`src/rtl/prcs_pkg.sv`:
```
// ----------------------------------------------------------------------------
// prcs_pkg: shared types and constants for the running statistics block
// Field widths, the channel record, request codes and unit status.
// ----------------------------------------------------------------------------
package prcs_pkg;

  localparam int CHANNELS   = 64;
  localparam int CH_W       = 6;
  localparam int SAMPLE_W   = 16;
  localparam int COUNT_W    = 16;
  localparam int SUM_W      = 32;
  localparam int SQ_W       = 47;
  localparam int FRAC_W     = 8;
  localparam int TOTALIZERS = 4;
  localparam int TOT_IDX_W  = 2;
  localparam int TOT_CFG_W  = 3;
  localparam int MEAN_W     = 24;
  localparam int VAR_W      = 38;

  // serial multiplier
  localparam int MUL_A_W    = 47;
  localparam int MUL_B_W    = 32;
  localparam int PROD_W     = 64;
  localparam int MUL_CNT_W  = 6;

  // serial divider
  localparam int DIVD_W     = 71;
  localparam int DIVS_W     = 32;
  localparam int QUOT_W     = 38;
  localparam int DIV_CNT_W  = 7;

  typedef enum logic [1:0] {
    REQ_ADD   = 2'd0,
    REQ_QUERY = 2'd1,
    REQ_RESET = 2'd2,
    REQ_CLEAR = 2'd3
  } req_t;

  typedef struct packed {
    logic signed [SAMPLE_W-1:0] min_v;
    logic signed [SAMPLE_W-1:0] max_v;
    logic signed [SUM_W-1:0]    sum_v;
    logic [SQ_W-1:0]            sq_v;
    logic [COUNT_W-1:0]         count_v;
  } rec_t;

  localparam rec_t REC_EMPTY = '{
    min_v:   16'sh7FFF,
    max_v:   16'sh8000,
    sum_v:   '0,
    sq_v:    '0,
    count_v: '0
  };

  typedef struct packed {
    logic busy;
    logic done;
  } unit_stat_t;

endpackage

```
`src/rtl/prcs_mul.sv`:
```
// ----------------------------------------------------------------------------
// prcs_mul: bit-serial shift-add multiplier
// One multiplier bit per cycle; done pulses once the product is complete.
// ----------------------------------------------------------------------------
module prcs_mul (
  input  logic                         clk,
  input  logic                         rst_n,
  input  logic                         start,
  input  logic [prcs_pkg::MUL_A_W-1:0] a,
  input  logic [prcs_pkg::MUL_B_W-1:0] b,
  output logic [prcs_pkg::PROD_W-1:0]  product,
  output prcs_pkg::unit_stat_t         stat
);

  logic [prcs_pkg::PROD_W-1:0]    acc_r;
  logic [prcs_pkg::PROD_W-1:0]    mcand_r;
  logic [prcs_pkg::MUL_B_W-1:0]   mplier_r;
  logic [prcs_pkg::MUL_CNT_W-1:0] cnt_r;
  logic                           busy_r;
  logic                           done_r;

  always_ff @(posedge clk) begin
    if (!rst_n) begin
      busy_r <= 1'b0;
      done_r <= 1'b0;
    end else begin
      done_r <= 1'b0;
      if (start) begin
        acc_r    <= '0;
        mcand_r  <= prcs_pkg::PROD_W'(a);
        mplier_r <= b;
        cnt_r    <= prcs_pkg::MUL_CNT_W'(prcs_pkg::MUL_B_W);
        busy_r   <= 1'b1;
      end else if (busy_r) begin
        if (mplier_r[0]) begin
          acc_r <= acc_r + mcand_r;
        end
        mcand_r  <= mcand_r << 1;
        mplier_r <= mplier_r >> 1;
        cnt_r    <= cnt_r - prcs_pkg::MUL_CNT_W'(1);
        if (cnt_r == prcs_pkg::MUL_CNT_W'(1)) begin
          busy_r <= 1'b0;
          done_r <= 1'b1;
        end
      end
    end
  end

  assign product   = acc_r;
  assign stat.busy = busy_r;
  assign stat.done = done_r;

endmodule

```
`config.mk`:
```
export PLATFORM = sky130hd
export DESIGN_NAME = prcs_mul
export DESIGN_NICKNAME = d
export VERILOG_FILES = /design/src/rtl/prcs_pkg.sv /design/src/rtl/prcs_mul.sv
export SDC_FILE = /design/constraint.sdc
export NUM_CORES = 1
export LEC_CHECK = 0
export ABC_AREA = 0
export BUFFER_PORTS_ARGS = -buffer_cell sky130_fd_sc_hd__buf_2
export CAP_MARGIN = 20
export CORE_ASPECT_RATIO = 0.75
export CORE_MARGIN = 1.5
export CORE_UTILIZATION = 53
export DETAILED_ROUTE_END_ITERATION = 8
export PLACE_DENSITY = 0.79
export SKIP_LAST_GASP = 1
export SLEW_MARGIN = 20
export SYNTH_ARGS = -nofsm -noshare
export SYNTH_HDL_FRONTEND = slang
export SYNTH_SLANG_ARGS = --single-unit
```
`constraint.sdc`:
```
create_clock -name clk -period 3.9 [get_ports clk]
set_clock_uncertainty 0.1 [all_clocks]
set_input_delay 0.195 -clock clk [delete_from_list [all_inputs] [get_ports clk]]
set_output_delay 0.195 -clock clk [all_outputs]
set_load 0.005 [all_outputs]
```
==> flow_summary.yaml <==
outcome:
  status: "completed"
die:
  core_mm2: 0.01927
  dieWidth_um: 164.6
  start_util_pct: 53.89
  fp.dieArea_mm2: 0.02045
  io_pins: 148
  die_h_um: 124.2
  rows: 44
final_layout:
  final_cells: 1416
  diodes: 0
  drive_gt1_share_pct: 24.85
  area_growth_pct: 23.38
  nets: 1298
global_route:
  grt_max_degree: 80
  grt_usage_pct: 24.91
  globalRouteOverflowTotal: 0
  grt_pass1_vias: 7671
  grt_pass1_wl_um: 39650
  grt_antenna_before_repair: 0
cts:
  post_cts_buffers: 0
  clockRootBuffer: "clkbuf_16"
  clk_latency_ns: 0.46
  path_clk_slew_ns: 0.08
  cts_buffer_depth: 2
  numCtsBuffers: 17
  clkSinkCount: 168
  htreeDepth: 4
  cts_tree: "yes"
  ctsResizeCount: 0
sta:
  setup-violations-final: 0
  finalMaxSlewViolations: 0
  rsz0062_at_grt: "no"
  holdWs_ns: 0.1135
  post-route-period-util_pct: 95.37
  final_hold_viol_count: 0
  fmax_ghz: 0.2688
  worstMarginPinSlew_ns: 0.9177
  setup-tns-final_ns: 0
  min_period_ns: 3.720
  timing.slew.headroom_pct: 38.82
logic_synthesis:
  synth_edf_count: 166
  synth_nets: 1086
  syn_area_mm2: 0.01038
  synth.top_cell.area_share_pct: 48.01
  synth_top_area_cell: "edfxtp_1"
  synth_ff_type: "edfxtp_1"
  syn_avg_cell_area_um2: 11.07
  synth.most_common_cell: "edfxtp_1"
  synthArstFlopShare_pct: 0
  ys_types: 69
  yosysWarnings: 0
  synthCells: 938
  synth_common_cells: "edfxtp_1 (166), nor2_1 (114), a21oi_1 (81), mux2_2 (79), ha_1 (65)"
  synthTopCellsByArea: "edfxtp_1 (48%), mux2_2 (8.6%), ha_1 (7.8%)"
  yosysSeqAreaShare_pct: 48.39
  synth_seq_cells: 168
critical_path:
  slowest_delay_ns: 0.42
  crit_fanout: 3
  required_ns: 4.00
  crit_slowest_cell: "edfxtp_1"
  cp-start-kind: "register"
  worstPathCellList: "ha_1, fa_1, a21o_1, a221o_1, nor3b_4, o311ai_2, a211oi_1, o211a_1, or2_1, a21oi_1, mux2_2"
  worst_setup_path_end_kind: "register"
  crit_type: "register to register"
  critPathArrivalTime_ns: 3.82
pwr:
  power_density_mw_per_mm2: 425.7
  p_comb_share_pct: 25.8
  p_seq_share_pct: 41.4
  p_leak_nw: 5.160
  p_sw_mw: 1.762
  p_sw_share_pct: 32.30
  internal_power_mw: 3.693
  ir_drop_mv: 0.3048
  clock_power_share_pct: 32.8
place:
  place_congestion: 0.9214
  dp_hpwl_um: 17380
  dp_cells: 1304
  numPortBuffers: 147
route:
  vias: 8047
  wl_um: 24860
  drtAntennaViolNets: 0
  top_layer: "met4"
  first_pass_iters: 5
  vias_per_cell: 5.683
  wl_met3_um: 1567
  routedWlPerCell_um: 17.56
  route.detailed.drc: 0
  dr_wl_met2_um: 11200
  drt-met1-wl_um: 11770
  first_iter_violations: 748
hold_path:
  hp-class: "input port to register"
flow_run:
  drv_cap: 0
## path summary, 6_finish.rpt
path,end,cells after the start,slack (ns),start
worst min-delay path,mcand_r[62]$_SDFFCE_PP0P_,2,0.11,start
worst min register to register,done_r$_SDFF_PP0_,1,0.43,busy_r$_SDFF_PN0_
worst max register to register,product[56]$_SDFFCE_PP0P_,11,0.18,product[0]$_SDFFCE_PP0P_
worst max-delay path,product[56]$_SDFFCE_PP0P_,11,0.18,product[0]$_SDFFCE_PP0P_
## routing by layer
layer / vias up / track usage [%]
met2: 258 / 37.47
li1: 3935 / -
met1: 3824 / 36.43
met4: 0 / 6.253
met3: 30 / 5.515
met5: - / 0
## registers in the layout, indices dropped and copies added (netlist names)
signal,count
mplier_r,32
cnt_r,6
product,64
mcand_r,64
busy_r,1
done_r,1
## worst max-delay path, delay by kind of cell, from the launching register on
family,cells,cell delay (ns)
flip-flops,1,0.42
AND/OR/NAND/NOR,2,0.46
multiplexers,1,0.35
AO/OA/AOI/OAI,6,1.48
adder cells (fa/ha/maj),2,0.67
## metrics by stage
step	setup slack [ns]	power (mW)	instance area (µm²)	utilization, %
floorplan	0.4844	3.252	10390	-
global placement	0.3029	3.589	11370	59.00
detailed placement	0.2430	3.617	11370	59.00
CTS	0.1844	5.463	12810	66.49
global route	0.03070	5.701	12810	66.49
finish	0.1804	5.454	12810	66.49
## placed cells by master (no fill, tap or decap), types with 8 or more instances in the layout
master	netlist	layout
mux2_2	79	79
nand2_1	62	62
a21o_1	34	34
edfxtp_1	166	166
nor2b_1	31	30
a21oi_1	81	81
nor2_1	114	114
nand3_1	11	11
nor3_1	8	8
dlygate4sd3_1	0	80
o21a_1	14	13
ha_1	65	65
o21ai_0	33	33
clkinv_8	0	8
nand4_1	15	15
inv_1	14	14
buf_2	4	146
o21bai_1	12	12
and3_1	10	10
clkbuf_16	0	17
xor2_1	28	28
xnor2_1	30	30
## kinds of logic (layout without fill, tap and decap cells)
| logic type | Yosys count | in the layout | share of synthesized area, % |
|---|---|---|---|
| AND/OR/NAND/NOR | 274 | 274 | 12.31 |
| AO/OA/AOI/OAI | 237 | 237 | 15.56 |
| flip-flops | 168 | 168 | 48.39 |
| multiplexers | 80 | 80 | 8.712 |
| adder cells (fa/ha/maj) | 66 | 66 | 8.025 |
| XOR/XNOR | 58 | 58 | 4.892 |
| buffers and inverters | 55 | 280 | 2.109 |
## final cells by class
type | count | area [µm²]
Multi-Input combinational cell | 715 | 5155
Timing Repair Buffer | 234 | 1620
Clock inverter | 15 | 216.5
Sequential cell | 168 | 5025
Fill cell | 1470 | 6457
Clock buffer | 17 | 425.4
Tap cell | 253 | 316.6
Inverter | 14 | 52.55
## what timing repair did
action                                  CTS  global route
hold buffers                             80             0
endpoints found under the setup margin    0             0
endpoints found under the hold margin    80             0
## power groups by stage
stage / logic, mW / clock network, mW / registers, mW
after CTS: 1.39 / 1.81 / 2.26
after global routing: 1.55 / 1.88 / 2.27
after detailed placement: 1.32 / 0 / 2.30
after global placement: 1.30 / 0 / 2.29
final: 1.41 / 1.79 / 2.26
after floorplan: 0.967 / 0 / 2.28
No activity file was read; power rests on OpenSTA's default activity.
