**config.mk**
```make
export PLATFORM = sky130hd
export DESIGN_NAME = prcs_div
export DESIGN_NICKNAME = d
export VERILOG_FILES = /design/src/rtl/prcs_pkg.sv /design/src/rtl/prcs_div.sv
export SDC_FILE = /design/constraint.sdc
export NUM_CORES = 1
export LEC_CHECK = 0
export BUFFER_PORTS_ARGS = -buffer_cell sky130_fd_sc_hd__buf_2
export CORE_ASPECT_RATIO = 0.9
export CORE_MARGIN = 5
export CORE_UTILIZATION = 40
export DETAILED_ROUTE_END_ITERATION = 8
export PLACE_DENSITY_LB_ADDON = 0.12
export SYNTH_ARGS = -nofsm -noshare
export SYNTH_HDL_FRONTEND = slang
export SYNTH_SLANG_ARGS = --single-unit
```
**constraint.sdc**
```tcl
create_clock -name clk -period 11.4 [get_ports clk]
set_clock_uncertainty 0.05 [all_clocks]
set_input_delay 1.71 -clock clk [delete_from_list [all_inputs] [get_ports clk]]
set_output_delay 1.71 -clock clk [all_outputs]
set_load 0.02 [all_outputs]
```
**src/rtl/prcs_pkg.sv**
```systemverilog
// ----------------------------------------------------------------------------
// prcs_pkg: shared types and constants for the running statistics block
// Field widths, the channel record, request codes and unit status.
// ----------------------------------------------------------------------------
package prcs_pkg;

  localparam int CHANNELS   = 64;
  localparam int CH_W       = 6;
  localparam int SAMPLE_W   = 16;
  localparam int COUNT_W    = 16;
  localparam int SUM_W      = 32;
  localparam int SQ_W       = 47;
  localparam int FRAC_W     = 8;
  localparam int TOTALIZERS = 4;
  localparam int TOT_IDX_W  = 2;
  localparam int TOT_CFG_W  = 3;
  localparam int MEAN_W     = 24;
  localparam int VAR_W      = 38;

  // serial multiplier
  localparam int MUL_A_W    = 47;
  localparam int MUL_B_W    = 32;
  localparam int PROD_W     = 64;
  localparam int MUL_CNT_W  = 6;

  // serial divider
  localparam int DIVD_W     = 71;
  localparam int DIVS_W     = 32;
  localparam int QUOT_W     = 38;
  localparam int DIV_CNT_W  = 7;

  typedef enum logic [1:0] {
    REQ_ADD   = 2'd0,
    REQ_QUERY = 2'd1,
    REQ_RESET = 2'd2,
    REQ_CLEAR = 2'd3
  } req_t;

  typedef struct packed {
    logic signed [SAMPLE_W-1:0] min_v;
    logic signed [SAMPLE_W-1:0] max_v;
    logic signed [SUM_W-1:0]    sum_v;
    logic [SQ_W-1:0]            sq_v;
    logic [COUNT_W-1:0]         count_v;
  } rec_t;

  localparam rec_t REC_EMPTY = '{
    min_v:   16'sh7FFF,
    max_v:   16'sh8000,
    sum_v:   '0,
    sq_v:    '0,
    count_v: '0
  };

  typedef struct packed {
    logic busy;
    logic done;
  } unit_stat_t;

endpackage

```
**src/rtl/prcs_div.sv**
```systemverilog
// ----------------------------------------------------------------------------
// prcs_div: bit-serial restoring divider
// One quotient bit per cycle; ovf flags a quotient wider than the register.
// ----------------------------------------------------------------------------
module prcs_div (
  input  logic                         clk,
  input  logic                         rst_n,
  input  logic                         start,
  input  logic [prcs_pkg::DIVD_W-1:0]  dividend,
  input  logic [prcs_pkg::DIVS_W-1:0]  divisor,
  output logic [prcs_pkg::QUOT_W-1:0]  quot,
  output logic                         ovf,
  output prcs_pkg::unit_stat_t         stat
);

  logic [prcs_pkg::DIVD_W-1:0]    dvd_r;
  logic [prcs_pkg::DIVS_W-1:0]    dvs_r;
  logic [prcs_pkg::DIVS_W-1:0]    rem_r;
  logic [prcs_pkg::QUOT_W-1:0]    quo_r;
  logic                           ovf_r;
  logic [prcs_pkg::DIV_CNT_W-1:0] cnt_r;
  logic                           busy_r;
  logic                           done_r;

  logic [prcs_pkg::DIVS_W:0] trial;
  logic [prcs_pkg::DIVS_W:0] diff;
  logic                      ge;

  assign trial = {rem_r, dvd_r[prcs_pkg::DIVD_W-1]};
  assign diff  = trial - {1'b0, dvs_r};
  assign ge    = trial >= {1'b0, dvs_r};

  always_ff @(posedge clk) begin
    if (!rst_n) begin
      busy_r <= 1'b0;
      done_r <= 1'b0;
    end else begin
      done_r <= 1'b0;
      if (start) begin
        dvd_r  <= dividend;
        dvs_r  <= divisor;
        rem_r  <= '0;
        quo_r  <= '0;
        ovf_r  <= 1'b0;
        cnt_r  <= prcs_pkg::DIV_CNT_W'(prcs_pkg::DIVD_W);
        busy_r <= 1'b1;
      end else if (busy_r) begin
        rem_r <= ge ? diff[prcs_pkg::DIVS_W-1:0] : trial[prcs_pkg::DIVS_W-1:0];
        quo_r <= {quo_r[prcs_pkg::QUOT_W-2:0], ge};
        ovf_r <= ovf_r | quo_r[prcs_pkg::QUOT_W-1];
        dvd_r <= dvd_r << 1;
        cnt_r <= cnt_r - prcs_pkg::DIV_CNT_W'(1);
        if (cnt_r == prcs_pkg::DIV_CNT_W'(1)) begin
          busy_r <= 1'b0;
          done_r <= 1'b1;
        end
      end
    end
  end

  assign quot      = quo_r;
  assign ovf       = ovf_r;
  assign stat.busy = busy_r;
  assign stat.done = done_r;

endmodule

```
==> flow_metrics.env <==
export IMPL_status="complete, no violations"
export IMPL_critPathKind="primary input to flop"
export IMPL_wirelength_um=20200
export IMPL_first_pass_iters=5
export IMPL_cts_tree="done"
export IMPL_grt_pass1_vias=6343
export IMPL_p_per_area_nw_per_um2=160
export IMPL_hp_class="flop to flop"
export IMPL_critPathMaxFanout=85
export IMPL_grt_use_total_pct=15.5
export IMPL_initial_core_util_pct=40.3
export IMPL_io_pins=147
export IMPL_finalSetupViolCount=0
export IMPL_h_tree_depth=4
export IMPL_cts_hold_buf=0
export IMPL_cts_resized=0
export IMPL_drc_errors=0
export IMPL_cp_start_kind="primary input"
export IMPL_ys_types=62
export IMPL_clkLatencyLatePin_ns=0.43
export IMPL_nNetsFinal=1011
export IMPL_cts_sinks=183
export IMPL_gp_congestion=0.843
export IMPL_tns_ns=0
export IMPL_die_area_um2=26500
export IMPL_synth_fp_nets=874
export IMPL_ys_flop_type="edfxtp_1"
export IMPL_arrival_ns=4.33
export IMPL_dp_slack_ns=6.54
export IMPL_fin_util_pct=47.1
export IMPL_numCtsBuffers=17
export IMPL_fp_row_count=53
export IMPL_overflow=0
export IMPL_cts_root_buf="clkbuf_16"
export IMPL_yosys_warnings=0
export IMPL_routed_via_density=5.16
export IMPL_drive_gt1_share_pct=29.6
export IMPL_timing_final_ws_setup_ns=7.07
export IMPL_post_dp_hpwl_um=14000
export IMPL_cp_required_ns=11.40
export IMPL_synth_cell_area_um2=9340
export IMPL_ys_seq_area_share_pct=58.6
export IMPL_worst_pin_slew_ns=1.19
export IMPL_clockBufferDepth=2
export IMPL_ys_ff_latch=183
export IMPL_synth_edf_count=181
export IMPL_p_leak_nw=4.37
export IMPL_peakVddDrop_v=0.0000833
export IMPL_ant_nets=0
export IMPL_drv_cap=0
export IMPL_rsz0062_at_grt="no"
export IMPL_cts_clk_slew_worst_paths_ns=0.07
export IMPL_grt_max_degree=86
export IMPL_fin_crit_sh_pct=38.0
export IMPL_core_area_um2=23100
export IMPL_max_slew_margin_pct=20.4
export IMPL_timing_fmax_ghz=0.231
export IMPL_synth_cells=733
export IMPL_area_growth_pct=16.9
export IMPL_die_y_um=155
export IMPL_syn_area_per_cell_um2=12.7
export IMPL_wire_per_inst_um=17.0
export IMPL_post_cts_buffers=0
export IMPL_whs_ns=0.422
export IMPL_end_kind="flop"
export IMPL_finalHoldViolations=0
export IMPL_antenna_found_initial=11
export IMPL_min_period_ns=4.33
export IMPL_slew_viol_final=0
export IMPL_die_w_um=171
export IMPL_synthArstFlopShare_pct=0
export IMPL_drt_iter0_markers=367
export IMPL_num_vias=6127
export IMPL_grt_pass1_wl_um=32700
export IMPL_port_buffers=146
## worst max-delay path, cell delays in order
cell and delay [ns]:
buf_4 0.64, o21a_4 1.05, buf_4 0.80
## through the flow
stage	power [mW]	cells	instance area, um^2
global placement	1.16	1153	10300
CTS	1.77	1185	10900
finish	1.75	1187	10900
floorplan	1.09	733	9340
detailed placement	1.17	1153	10300
global route	1.84	1187	10900
## cells by family (layout without fill, tap and decap cells)
logic type               Yosys count  in the layout  share of synthesized area [%]
XOR/XNOR                          24             24                           2.25
adder cells (fa/ha/maj)           35             35                           4.77
buffers and inverters             73            223                           3.52
multiplexers                      91             91                           10.7
flip-flops                       183            183                           58.6
other                              0              2                              0
AO/OA/AOI/OAI                    128            128                           9.22
AND/OR/NAND/NOR                  199            199                           10.9
## registers in the layout, summed over array words and instances (netlist names)
signal / flops
done_r: 1
rem_r: 32
dvs_r: 32
ovf: 1
busy_r: 1
quot: 38
cnt_r: 7
dvd_r: 71
## cells in the final DEF (no fill, tap or decap), types with 4 or more instances in the layout
cell type	netlist	layout
nor3_1	6	6
o21a_1	7	6
xnor2_1	16	16
mux2_2	70	70
nor2_1	55	55
buf_4	3	6
a21oi_1	40	40
o21bai_1	7	7
nand2b_1	7	7
nand3_1	12	12
o21ai_0	19	19
clkbuf_16	0	17
ha_1	34	34
nand4_1	11	11
a31oi_1	4	4
xor2_1	8	8
o31ai_1	4	4
inv_8	0	4
a21boi_0	5	5
nand2_1	38	38
and2_1	4	4
inv_1	39	39
mux2i_1	21	21
buf_2	5	145
a21o_1	12	12
edfxtp_1	181	181
nor2b_1	41	41
and3_1	8	8
clkinv_4	0	4
## synth_stat cells (11+ instances only)
library cell,n,area share (%)
edfxtp_1,181,58
mux2_2,70,8.4
nor2_1,55,2.2
nor2b_1,41,2.7
a21oi_1,40,2.1
inv_1,39,1.6
nand2_1,38,1.5
ha_1,34,4.6
mux2i_1,21,2.3
clkbuf_1,20,0.80
o21ai_0,19,1.0
xnor2_1,16,1.5
a21o_1,12,0.96
nand3_1,12,0.64
nand4_1,11,0.74
## where the power goes
| part | leakage (nW) | internal, mW | switching [mW] |
|---|---|---|---|
| sequential | 1.75 | 0.803 | 0.0189 |
| clock | 0.286 | 0.313 | 0.282 |
| combinational | 2.33 | 0.141 | 0.191 |
## path summary, 6_finish.rpt
| path | start | endpoint | slack [ns] | cells past startpoint |
|---|---|---|---|---|
| max | start | dvd_r[59] | 7.07 | 3 |
| min | busy_r | done_r | 0.42 | 2 |
| max reg2reg | rem_r[8] | rem_r[19] | 7.66 | 10 |
| min reg2reg | busy_r | done_r | 0.42 | 2 |
## layer usage
layer | up-vias | part of all wire (%) | track usage, %
met5 | - | 0.48 | 0
met4 | 18 | 1.5 | 4.72
met3 | 37 | 7.7 | 5.92
met2 | 160 | 46 | 23.9
met1 | 2919 | 45 | 20.3
li1 | 2993 | - | -
## cell type report
type | instances | area (um^2)
inverters | 40 | 150
well taps | 302 | 378
clock buffers | 18 | 429
repair buffers | 151 | 771
clock inverters | 14 | 163
fillers | 2145 | 12200
multi-input cells | 477 | 3540
flip-flops and latches | 183 | 5480
diodes | 2 | 5.00
Power figures use the tool's default switching activity.
